**config.mk**
```make
export PLATFORM = sky130hd
export DESIGN_NAME = compacted_id_set_unit
export DESIGN_NICKNAME = d
export VERILOG_FILES = /design/src/cis_pkg.sv /design/src/compacted_id_set_unit.sv /design/src/cis_ctrl.sv /design/src/cis_datapath.sv
export SDC_FILE = /design/constraint.sdc
export NUM_CORES = 1
export LEC_CHECK = 0
export ABC_AREA = 1
export BUFFER_PORTS_ARGS = -buffer_cell sky130_fd_sc_hd__buf_4
export CORE_MARGIN = 10
export CORE_UTILIZATION = 55
export CTS_BUF_LIST = sky130_fd_sc_hd__clkbuf_16
export DETAILED_ROUTE_END_ITERATION = 8
export GPL_ROUTABILITY_DRIVEN = 0
export PLACE_DENSITY_LB_ADDON = 0.12
export SETUP_SLACK_MARGIN = 0.5
export SLEW_MARGIN = 20
export SYNTH_ARGS = -nofsm -noshare
export SYNTH_HDL_FRONTEND = slang
export SYNTH_HIERARCHICAL = 1
export SYNTH_SLANG_ARGS = --single-unit
```
**constraint.sdc**
```tcl
create_clock -name clk -period 7.45 [get_ports clk]
set_input_delay 1.49 -clock clk [delete_from_list [all_inputs] [get_ports clk]]
set_output_delay 1.49 -clock clk [all_outputs]
set_load 0.01 [all_outputs]
```
**src/cis_pkg.sv**
```systemverilog
// shared types and constants for the compacted id set unit
// no dependencies; imported by the controller, datapath, top level, checker and testbench top
package cis_pkg;

  localparam int IdentW = 16;
  localparam int CmdW   = 2;
  localparam int CountW = 5;

  typedef enum logic [CmdW-1:0] {
    CMD_ADD    = 2'd0,
    CMD_REMOVE = 2'd1,
    CMD_CHECK  = 2'd2
  } cmd_t;

  typedef enum logic [1:0] {
    ST_IDLE,
    ST_EXEC,
    ST_RESP
  } state_t;

  // controller to datapath commands
  typedef struct packed {
    logic load;
    logic exec;
  } dp_cmd_t;

endpackage

```
**src/compacted_id_set_unit.sv**
```systemverilog
// top level of the compacted id set unit: packed list of identifiers
// with add, remove and membership check; uses cis_pkg, cis_ctrl, cis_datapath
//
// usage
//   input channel (in_valid/in_ready): one transaction carries in_cmd
//   (add, remove, check; the unused code acts as check) and in_ident
//   result channel (out_valid/out_ready): one transaction per input
//   transaction with out_was_present, out_entry_count and out_full_drop
//   the accepting edge in the idle state captures the transaction; in the
//   exec state the row of compare cells matches every slot, shifts or
//   appends, and loads the result registers, which drive the result
//   channel from the resp state on
//   one item is in flight at a time: a new item is accepted only after
//   the result transaction of the last one completes
//   a stalled receiver holds the result and keeps in_ready low until the
//   result transaction completes
//   reset clears the controller and the live count; the slot row is not
//   cleared since only slots below the count are ever compared
//   out_entry_count carries the count modulo 32
module compacted_id_set_unit import cis_pkg::*; #(
  parameter int CAPACITY = 16
) (
  input  logic              clk,
  input  logic              rst_n,
  input  logic              in_valid,
  output logic              in_ready,
  input  logic [CmdW-1:0]   in_cmd,
  input  logic [IdentW-1:0] in_ident,
  output logic              out_valid,
  input  logic              out_ready,
  output logic              out_was_present,
  output logic [CountW-1:0] out_entry_count,
  output logic              out_full_drop
);

  // command bundle from controller to datapath
  dp_cmd_t dp_cmd;

  cis_ctrl u_ctrl (
    .clk       (clk),
    .rst_n     (rst_n),
    .in_valid  (in_valid),
    .in_ready  (in_ready),
    .out_valid (out_valid),
    .out_ready (out_ready),
    .dp_cmd    (dp_cmd)
  );

  // slot row plus result registers
  cis_datapath #(
    .CAPACITY (CAPACITY)
  ) u_datapath (
    .clk         (clk),
    .rst_n       (rst_n),
    .dp_cmd      (dp_cmd),
    .in_cmd      (in_cmd),
    .in_ident    (in_ident),
    .was_present (out_was_present),
    .entry_count (out_entry_count),
    .full_drop   (out_full_drop)
  );

endmodule

```
**src/cis_ctrl.sv**
```systemverilog
// controller state machine for the compacted id set unit
// depends on cis_pkg
module cis_ctrl import cis_pkg::*; (
  input  logic    clk,
  input  logic    rst_n,
  input  logic    in_valid,
  output logic    in_ready,
  output logic    out_valid,
  input  logic    out_ready,
  output dp_cmd_t dp_cmd
);

  state_t state_r, state_nxt;

  always_ff @(posedge clk) begin
    if (!rst_n) begin
      state_r <= ST_IDLE;
    end else begin
      state_r <= state_nxt;
    end
  end

  always_comb begin
    state_nxt   = state_r;
    in_ready    = 1'b0;
    out_valid   = 1'b0;
    dp_cmd.load = 1'b0;
    dp_cmd.exec = 1'b0;
    unique case (state_r)
      ST_IDLE: begin
        in_ready = 1'b1;
        if (in_valid) begin
          dp_cmd.load = 1'b1;
          state_nxt   = ST_EXEC;
        end
      end
      ST_EXEC: begin
        dp_cmd.exec = 1'b1;
        state_nxt   = ST_RESP;
      end
      ST_RESP: begin
        out_valid = 1'b1;
        if (out_ready) begin
          state_nxt = ST_IDLE;
        end
      end
      default: begin
        state_nxt = ST_IDLE;
      end
    endcase
  end

endmodule

```
**src/cis_datapath.sv**
```systemverilog
// slot row, compare cells and result registers for the compacted id set unit
// depends on cis_pkg
module cis_datapath import cis_pkg::*; #(
  parameter int CAPACITY = 16
) (
  input  logic              clk,
  input  logic              rst_n,
  input  dp_cmd_t           dp_cmd,
  input  logic [CmdW-1:0]   in_cmd,
  input  logic [IdentW-1:0] in_ident,
  output logic              was_present,
  output logic [CountW-1:0] entry_count,
  output logic              full_drop
);

  localparam int CntW = $clog2(CAPACITY + 1);
  localparam logic [CntW-1:0] CapC = CntW'(CAPACITY);

  logic [CmdW-1:0]   op_r;
  logic [IdentW-1:0] ident_r;
  logic [IdentW-1:0] slot_r [CAPACITY];
  logic [CntW-1:0]   count_r, count_nxt;
  logic              was_present_r;
  logic              full_drop_r;

  logic [CAPACITY-1:0] match;
  logic [CAPACITY-1:0] shift_en;
  logic [CAPACITY-1:0] wr_en;
  logic                present;
  logic                is_add;
  logic                is_remove;
  logic                has_room;
  logic                do_add;
  logic                do_remove;

  // one compare cell per slot, gated by the live count
  always_comb begin
    for (int i = 0; i < CAPACITY; i++) begin
      match[i] = (CntW'(i) < count_r) && (slot_r[i] == ident_r);
    end
  end

  assign present   = |match;
  assign is_add    = (op_r == CMD_ADD);
  assign is_remove = (op_r == CMD_REMOVE);
  assign has_room  = (count_r < CapC);
  assign do_add    = is_add && !present && has_room;
  assign do_remove = is_remove && present;

  // a cell pulls from its upper neighbor when the hit lies at or below it
  always_comb begin
    for (int i = 0; i < CAPACITY; i++) begin
      shift_en[i] = do_remove && (i + 1 < CAPACITY) &&
                    (|(match & ({CAPACITY{1'b1}} >> (CAPACITY - 1 - i))));
      wr_en[i]    = do_add && (CntW'(i) == count_r);
    end
  end

  always_comb begin
    count_nxt = count_r;
    if (do_add) begin
      count_nxt = count_r + 1'b1;
    end else if (do_remove) begin
      count_nxt = count_r - 1'b1;
    end
  end

  always_ff @(posedge clk) begin
    if (!rst_n) begin
      count_r <= '0;
    end else if (dp_cmd.exec) begin
      count_r <= count_nxt;
    end
  end

  always_ff @(posedge clk) begin
    if (dp_cmd.load) begin
      op_r    <= in_cmd;
      ident_r <= in_ident;
    end
    if (dp_cmd.exec) begin
      was_present_r <= present;
      full_drop_r   <= is_add && !present && !has_room;
    end
  end

  for (genvar g = 0; g < CAPACITY; g++) begin : g_slot
    always_ff @(posedge clk) begin
      if (dp_cmd.exec) begin
        if (wr_en[g]) begin
          slot_r[g] <= ident_r;
        end else if (shift_en[g]) begin
          slot_r[g] <= slot_r[(g + 1) % CAPACITY];
        end
      end
    end
  end

  assign was_present = was_present_r;
  assign entry_count = CountW'(count_r);
  assign full_drop   = full_drop_r;

endmodule

```
After elaboration in Yosys (flattened, before gate mapping)
Memories as Yosys holds them, arrays and structs flattened.
Cells that the tools add are included.

storage, ports and cells
  bits in registers = 27
  bits in latches = 0
  RAM bits = 256
  ROM bits = 0
  bits of input ports = 22
  output and inout port bits = 9
  word-level logic and storage cells = 288
  memories kept = 1

memory list
  memory             words  bits a word  rd ports  clocked after Yosys merged registers in  wr ports  line                RTL
  u_datapath.slot_r  16     16           16        0                                        15        cis_datapath.sv:21  logic [IdentW-1:0] slot_r [CAPACITY];

operators by class
  add/subtract/negate cells = 2
  multiply operators = 0
  divide/modulo/power cells = 0
  $lt $le $gt $ge = 17
  eq/ne operators = 36
  shift operators = 0
  multiplexer cells = 136
  bitwise gates (word level) = 15
  reductions and logical operators = 75

operators by type and width
  kind                                                       number
  equality test 16 bit                                       16
  two-way mux 16 bit                                         16
  two-way mux 1 bit                                          114
  logical AND 1 bit                                          51
  equality test 4 x 5 -> 1 bit, first input constant         8
  less-than comparator 4 x 5 -> 1 bit, first input constant  8
  OR reduction 16 bit                                        2
  equality test 3 x 5 -> 1 bit, first input constant         4
  less-than comparator 3 x 5 -> 1 bit, first input constant  4
  OR 1 bit                                                   15
  OR reduction 15 bit                                        1
  OR reduction 14 bit                                        1
  OR reduction 13 bit                                        1
  OR reduction 12 bit                                        1
  OR reduction 11 bit                                        1
  equality test 2 x 5 -> 1 bit, first input constant         2
  less-than comparator 1 x 5 -> 1 bit, first input constant  2
  less-than comparator 2 x 5 -> 1 bit, first input constant  2
  two-way mux 5 bit                                          2
  OR reduction 10 bit                                        1
  OR reduction 9 bit                                         1
  OR reduction 8 bit                                         1
  OR reduction 7 bit                                         1
  case mux 2 bit (3 select lines)                            1
  19 further kinds                                           25

Logic depth before layout (Yosys ltp)
Gate-level depths: netlist (run 1).
An unclocked memory read counts as a cell.

  depth in word-level cells = 13
  gate-level depth with buffers = 21
  depth with buffers taken out = 17

Cells and area by module
Netlist (run 1), hierarchy kept.

modules (own cells, without submodules)
  module        instances  cells an instance  area an instance (sq um)  seq. area each (sq um)
  cis_datapath  1          2324               17468.0                   8388.0
  cis_ctrl      1          16                 105.1                     40.0

Worst setup path before layout (run 1)
OpenSTA, ideal clock, no wires.

  path kind = flip-flop to flip-flop
  start = register u_datapath.ident_r[8]
  end = memory u_datapath.slot_r[7][0] (netlist: u_datapath/slot_r[0][112]), enable pin
  library setup time = 0.435 ns
  arrival time = 3.555 ns
  data required time = 7.015 ns
  slack = 3.460 ns
  cell stages (with the launch flop) = 16
  buffers on the path = 2
  clock period less this slack = 3.990 ns
  path through = edfxtp_1 buf_6 inv_1 buf_4 nand2_1 nand2_1 nor2_1 nand2_1 nor2_1 nand3_1 nand2_1 nor2_1 nand2_1 nor2_4 nand2_1 o41ai_1

RTL lines
  item                      line                RTL
  start: declaration        cis_datapath.sv:20  logic [IdentW-1:0] ident_r;
  start signal: assignment  cis_datapath.sv:79  ident_r <= in_ident;
  end: declaration          cis_datapath.sv:21

==> results of run 1 <==
-- kinds of logic (layout without fill, tap and decap cells) --
group | count (synthesis) | count (layout) | synth area share
adders and majority gates | 5 | 5 | 0.00356
AOI/OAI and AO/OA | 256 | 256 | 0.0748
and+or+nand+nor | 1331 | 1331 | 0.307
DFF | 283 | 283 | 0.480
xor gates and xnor gates | 98 | 98 | 0.0488
buffers and inverters | 367 | 371 | 0.0864
-- cell type report --
type / count / area share
Sequential cell: 283 / 0.439
Multi-Input combinational cell: 1690 / 0.402
Inverter: 251 / 0.0491
Clock buffer: 34 / 0.0443
Tap cell: 402 / 0.0262
Timing Repair Buffer: 60 / 0.0235
Clock inverter: 26 / 0.0164
-- power by group through the flow --
| stage | combinational (µW) | clock (µW) | sequential, µW |
|---|---|---|---|
| 2_1_floorplan | 261 | 0 | 1800 |
| 3_3_place_gp | 374 | 0 | 1810 |
| 3_5_place_dp | 379 | 0 | 1810 |
| 4_1_cts | 381 | 1740 | 1780 |
| 5_1_grt | 426 | 1810 | 1780 |
| 6_report | 391 | 1730 | 1780 |
-- per-layer routing --
metal | track usage | routed length [µm]
met5 | 0 | 0
met4 | 0.131 | 2590
met3 | 0.0500 | 5910
met2 | 0.445 | 25200
met1 | 0.367 | 22200
-- worst reg2reg max path, stage by stage, from the launching register on --
cell      delay (ns)
edfxtp_1        0.32
buf_4           0.42
inv_1           0.67
nand2_1         0.29
nand2_1         0.08
nor2_1          0.20
nand2_1         0.08
nor2_1          0.09
nand3_1         0.10
nand2_1         0.09
nor2_1          0.04
nand2_1         0.25
nor2_4          0.10
nor3_4          0.61
nand2_1         0.71
nand2_1         0.76
-- per-stage QoR --
step	worst slack, ns	instance area (µm²)
finish	2.24	19200
global route	1.86	19200
CTS	2.41	19200
detailed placement	2.45	18000
global placement	2.52	18000
floorplan	3.46	17600
-- cell usage in the layout, fill, tap and decap left out, drive strengths merged, types with 18 or more instances in the layout --
cell    count
a21oi      52
buf        60
clkbuf     34
edfxtp    276
inv       255
nand2     850
nand3     115
nand4      43
nor2      283
nor3       18
o21ai     194
xnor2      78
xor2       20
-- path summary, 6_finish.rpt --
check	startpoint	end	slack, ns
setup / recovery	u_datapath/ident_r[5]	u_datapath/slot_r[0][71]	2.24
hold / removal	u_ctrl/state_r[1]	u_ctrl/state_r[1]	0.50
setup reg to reg	u_datapath/ident_r[5]	u_datapath/slot_r[0][71]	2.24
hold reg to reg	u_ctrl/state_r[1]	u_ctrl/state_r[1]	0.50
-- flip-flops by register name, indices dropped and copies added, names as in the netlist --
register and count:
u_datapath/full_drop 1, u_datapath/slot_r 256, u_datapath/ident_r 16, u_datapath/entry_count 5, u_datapath/was_present 1, u_datapath/op_r 2
u_ctrl/state_r 2
==> metrics, run 1 <==
die height=199 µm; combinational power share=0.100; CP Capture Type=flop; skew final=0.0182 ns; Post-CTS Repair Setup Buffers=0; Iteration-0 DRC Markers=1917; CTS tree=built; hold buffers post-CTS=0; setup total negative slack=0 ns; Crit-path slowest cell=nand2_1; YS warnings=6; DP Wirelength=38.2 mm; Mapped Avg Cell Area=7.51 µm²; Post-Syn Nets=2367; # rows=65; chip width=199 µm; number of library cell types mapped by synthesis=38; CP delay by family, top=simple AND/OR/NAND/NOR gates; maximum VDD drop=0.213 mV; top_reg_cell synth=edfxtp_1; Crit Path Max Fanout=33; Flop pwr share=0.457; dominant cells by area after synthesis=edfxtp_1 47%, nand2_1 18%, nor2_1 6.0%; leak pwr=0.00877 µW; FF-to-FF path depth=15; Nets=2347; fin crit period=5.21 ns; fin. max-slew vios=0; commonest cells in the netlist=848 x nand2_1, 281 x nor2_1, 276 x edfxtp_1; most common cell in the netlist=nand2_1; crit path cell chain=buf_4, inv_1, nand2_1, nand2_1, nor2_1, nand2_1, nor2_1, nand3_1, nand2_1, nor2_1, nand2_1, nor2_4, nor3_4, nand2_1, nand2_1; io pins=31; share of async-settable or async-resettable flops after synthesis=0; Sw Share=0.255; Final Power=3900 µW; fillcell total=2847; final WL=55.9 mm; final core utilization=0.609; Layout area overhead=9.27%; area of the multi-input gates=0.00771 mm²; hold_ws=0.505 ns; Starting Density=0.557; layout cells sized above 1=0.0593; Post-Layout Cell Count=2746; clock tree buffer depth=3; CTS clock-pin slew for the worst setup and hold paths=0.06 ns; RSZ-0062 raised after global routing=false; Synth top area share=0.472; number of max-cap violations=0; antenna-violating nets left=0; Critical Path Start Type=flop; initial antenna violation count=0; Vias/cell=5.81; gr usage total=0.281; clock network fraction of total power=0.443; placed cells=2686; Worst Hold Class=flop to flop; register bit count reported by yosys=283; Wirelength per Cell=20.4 µm; crit path DAT=5.36 ns; register area=0.00843 mm²; Sw Pwr=996 µW; Power Density=203 mW/mm²; Slew headroom=0.230; Bufs and invs on worst path=2; worst slew pin tran=1.15 ns; clock sinks=283; period utilisation layout=0.699; clk root buf=clkbuf_16; diodes inserted=0; DRC viols=0; Max Fclk=192 MHz; cts bufs inserted=34; PostCTS Resize Cnt=0; synthesized cell area=0.0176 mm²; status=completed; vias=16000; crit-path max cell delay=0.76 ns; Max H-tree Level=2; sequential area share after synthesis=0.480; total grt overflow=0; first-pass GRT wire length=85.0 mm; drt first pass iters=7; clk_lat worst skew=0.54 ns; CP Depth=15; Internal=2900 µW; largest net degree at the start of global routing=34; vias in the first global route=14800; final hold viol count=0; Syn Inst Count=2340; Setup CP Type=flop to flop; Die Area=0.0395 mm²; Worst path most repeated cell=nand2_1; area leader, netlist=edfxtp_1; count of input and output buffers=30; hold path depth=2; total core area=0.0316 mm²; required time of the critical path=7.60 ns; number of synthesized flops with an enable pin=276; endpoints failing setup=0
Note: power is estimated with default switching activity, not from simulation.
==> run 2, diff against run 1 <==
Settings changed: ABC_AREA 1 to 0.
Clock period 7.45 ns to 4.3 ns, I/O delays scaled along.
==> metrics, run 2 <==
commonest cells in the netlist=276 x edfxtp_1, 186 x mux2_2, 129 x xor2_1; diodes inserted=0 (unchanged); number of synthesized flops with an enable pin=276 (unchanged); layout cells sized above 1=0.335 (+0.276); Synth top area share=0.517 (+0.0452); Nets=1183 (-50%); endpoints failing setup=0 (unchanged); first-pass GRT wire length=57.2 mm (-33%); required time of the critical path=4.63 ns (-2.97 ns); most common cell in the netlist=edfxtp_1; Layout area overhead=9.11%; status=completed; Critical Path Start Type=flop; Syn Inst Count=1128 (-52%); Max Fclk=274 MHz (+43%); placed cells=1503 (-44%); hold buffers post-CTS=0 (unchanged); worst slew pin tran=0.805 ns (-0.348 ns); total core area=0.0287 mm² (-9.0%); Setup CP Type=flop to flop; Worst Hold Class=primary input to flop; CP endpoint=u_datapath/slot_r[1][82]; Wirelength per Cell=23.6 µm (+16%); CTS tree=built; fin crit period=3.65 ns (-1.56 ns); number of max-cap violations=0 (unchanged); setup total negative slack=0 ns (unchanged); register bit count reported by yosys=283 (unchanged); Power Density=355 mW/mm² (+75%); YS warnings=6 (unchanged); start point of the critical path=u_datapath/ident_r[6]; number of flip-flops under the largest register name=256 (unchanged); final WL=36.9 mm (-34%); vias in the first global route=9377 (-37%); vias=9061 (-43%); top_reg_cell synth=edfxtp_1; clock tree buffer depth=3 (unchanged); Max H-tree Level=1 (-1); drt first pass iters=5 (-2); share of async-settable or async-resettable flops after synthesis=0 (unchanged); leak pwr=0.00590 µW (-33%); DRC viols=0 (unchanged); largest net degree at the start of global routing=33 (-2.9%); cts bufs inserted=31 (-8.8%); Die Area=0.0364 mm² (-7.9%); antenna-violating nets left=0 (unchanged); count of input and output buffers=30 (unchanged); total grt overflow=0 (unchanged); hold_ws=0.455 ns (-0.0491 ns); maximum VDD drop=0.346 mV (+63%); Starting Density=0.559 (+0.00182); most common cell after layout, fill and taps aside=edfxtp_1; # rows=62 (-4.6%); final core utilization=0.610 (+0.00111); largest register by flop count=u_datapath/slot_r; die height=191 µm (-4.0%); RSZ-0062 raised after global routing=false; clk root buf=clkbuf_16; Post-Syn Nets=1155 (-51%); Iteration-0 DRC Markers=651 (-66%); R2R Setup Slk=0.65 ns (-1.59 ns); dominant cells by area after synthesis=edfxtp_1 52%, mux2_2 13%, xor2_1 7.0%; final hold viol count=0 (unchanged); fin. max-slew vios=0 (unchanged); area leader, netlist=edfxtp_1; synthesized cell area=0.0160 mm² (-8.7%); CP Capture Type=flop; launching point of the worst reg2reg path=u_datapath/ident_r[6]; io pins=31 (unchanged); initial antenna violation count=0 (unchanged); CTS clock-pin slew for the worst setup and hold paths=0.06 ns (about the same); Post-Layout Cell Count=1565 (-43%); gr usage total=0.202 (-0.0783); Crit Path Max Fanout=32 (-3.0%); most frequent cells in the layout=276 x edfxtp_1, 186 x mux2_2, 129 x xor2_1, 128 x xnor2_1, 73 x buf_4; Vias/cell=5.79 (-0.33%); number of library cell types mapped by synthesis=75 (+97%); clock sinks=283 (unchanged); DP Wirelength=24.8 mm (-35%); R2R Path End=u_datapath/slot_r[1][82]; crit path DAT=3.98 ns (-1.38 ns); sequential area share after synthesis=0.526 (+0.0460); period utilisation layout=0.849 (+0.150); chip width=191 µm (-4.0%); Slew headroom=0.463 (+0.233); FF-to-FF path depth=9 (-6); skew final=0.0303 ns (+0.0121 ns); clk_lat worst skew=0.58 ns (+0.04 ns); Mapped Avg Cell Area=14.2 µm² (+89%)
[run 2: cell types whose count changed after synthesis, sizes merged, moves of 17 or more]
| cell | previous run | this run |
|---|---|---|
| nand2 | 850 | 30 |
| nor2 | 283 | 31 |
| inv | 250 | 6 |
| mux2 | 0 | 240 |
| o21ai | 194 | 13 |
| xor2 | 20 | 129 |
| nand3 | 115 | 11 |
| xnor2 | 78 | 128 |
| a21oi | 52 | 12 |
| nor4 | 0 | 36 |
| buf | 85 | 68 |
[run 2: timing repair]
action                                  in CTS  in global routing
endpoints found under the setup margin      14                124
pin swaps                                    1                  1
resized for setup                            0                  5
setup buffers                                1                  3
[run 2: cell families (layout without fill, tap and decap cells)]
family                   Yosys count  after routing  share of synthesized area
multiplexers                     241            241                      0.180
XOR/XNOR                         257            257                      0.140
buffers and inverters             94            147                     0.0488
AND/OR/NAND/NOR                  189            189                     0.0694
flip-flops                       283            283                      0.526
AO/OA/AOI/OAI                     59             59                     0.0323
adder cells (fa/ha/maj)            5              5                    0.00390
[run 2: layout make-up]
cell class	instances	area, µm²
Clock buffer	31	776
Fill cell	2266	11200
Tap cell	384	480
Inverter	6	22.5
Timing Repair Buffer	83	731
Multi-Input combinational cell	751	6860
Sequential cell	283	8430
Clock inverter	27	203
[run 2: worst max-delay path, cell delays in order (launching register included)]
cell and delay (ns):
edfxtp_1 0.32, buf_4 0.43, xor2_1 0.20, nor4_1 0.06
nand3_1 0.16, o22ai_2 0.16, or4b_4 0.61, or3b_4 0.44
o21ai_4 0.58, mux2_2 0.40
[run 2: per-layer routing]
layer  global-route usage  part of all wire
met3               0.0369             0.050
met5                    0                 0
met4               0.0466             0.020
met2                0.322              0.47
met1                0.282              0.46
[run 2: worst min-delay path by stage]
stage / to / startpoint / depth (start not counted) / slack (ns)
6_report: u_datapath/ident_r[3] / in_ident[3] / 1 / 0.46
5_1_grt: u_datapath/ident_r[13] / in_ident[13] / 1 / 0.44
4_1_cts: u_datapath/ident_r[13] / in_ident[13] / 1 / 0.43
3_5_place_dp: u_datapath/slot_r[1][54] / u_datapath/slot_r[1][70] / 1 / 0.59
3_3_place_gp: u_datapath/slot_r[1][97] / u_datapath/slot_r[1][113] / 1 / 0.58
2_1_floorplan: u_datapath/slot_r[1][114] / u_datapath/ident_r[2] / 0 / 0.43
[run 2: where the power goes]
part | leakage, µW | switching, µW | internal, µW
clock network | 0.000498 | 1080 | 1480
logic | 0.00286 | 300 | 267
registers | 0.00255 | 27.0 | 3060
total | 0.00590 | 1410 | 4810
[run 2: through the flow]
stage | total power, µW | area (µm²) | setup WS, ns
final | 6220 | 17500 | 0.650
after CTS | 6270 | 17400 | 0.551
after global placement | 3700 | 16400 | 0.519
after floorplan | 3580 | 16000 | 0.816
after detailed placement | 3710 | 16500 | 0.520
after global routing | 6430 | 17500 | 0.507
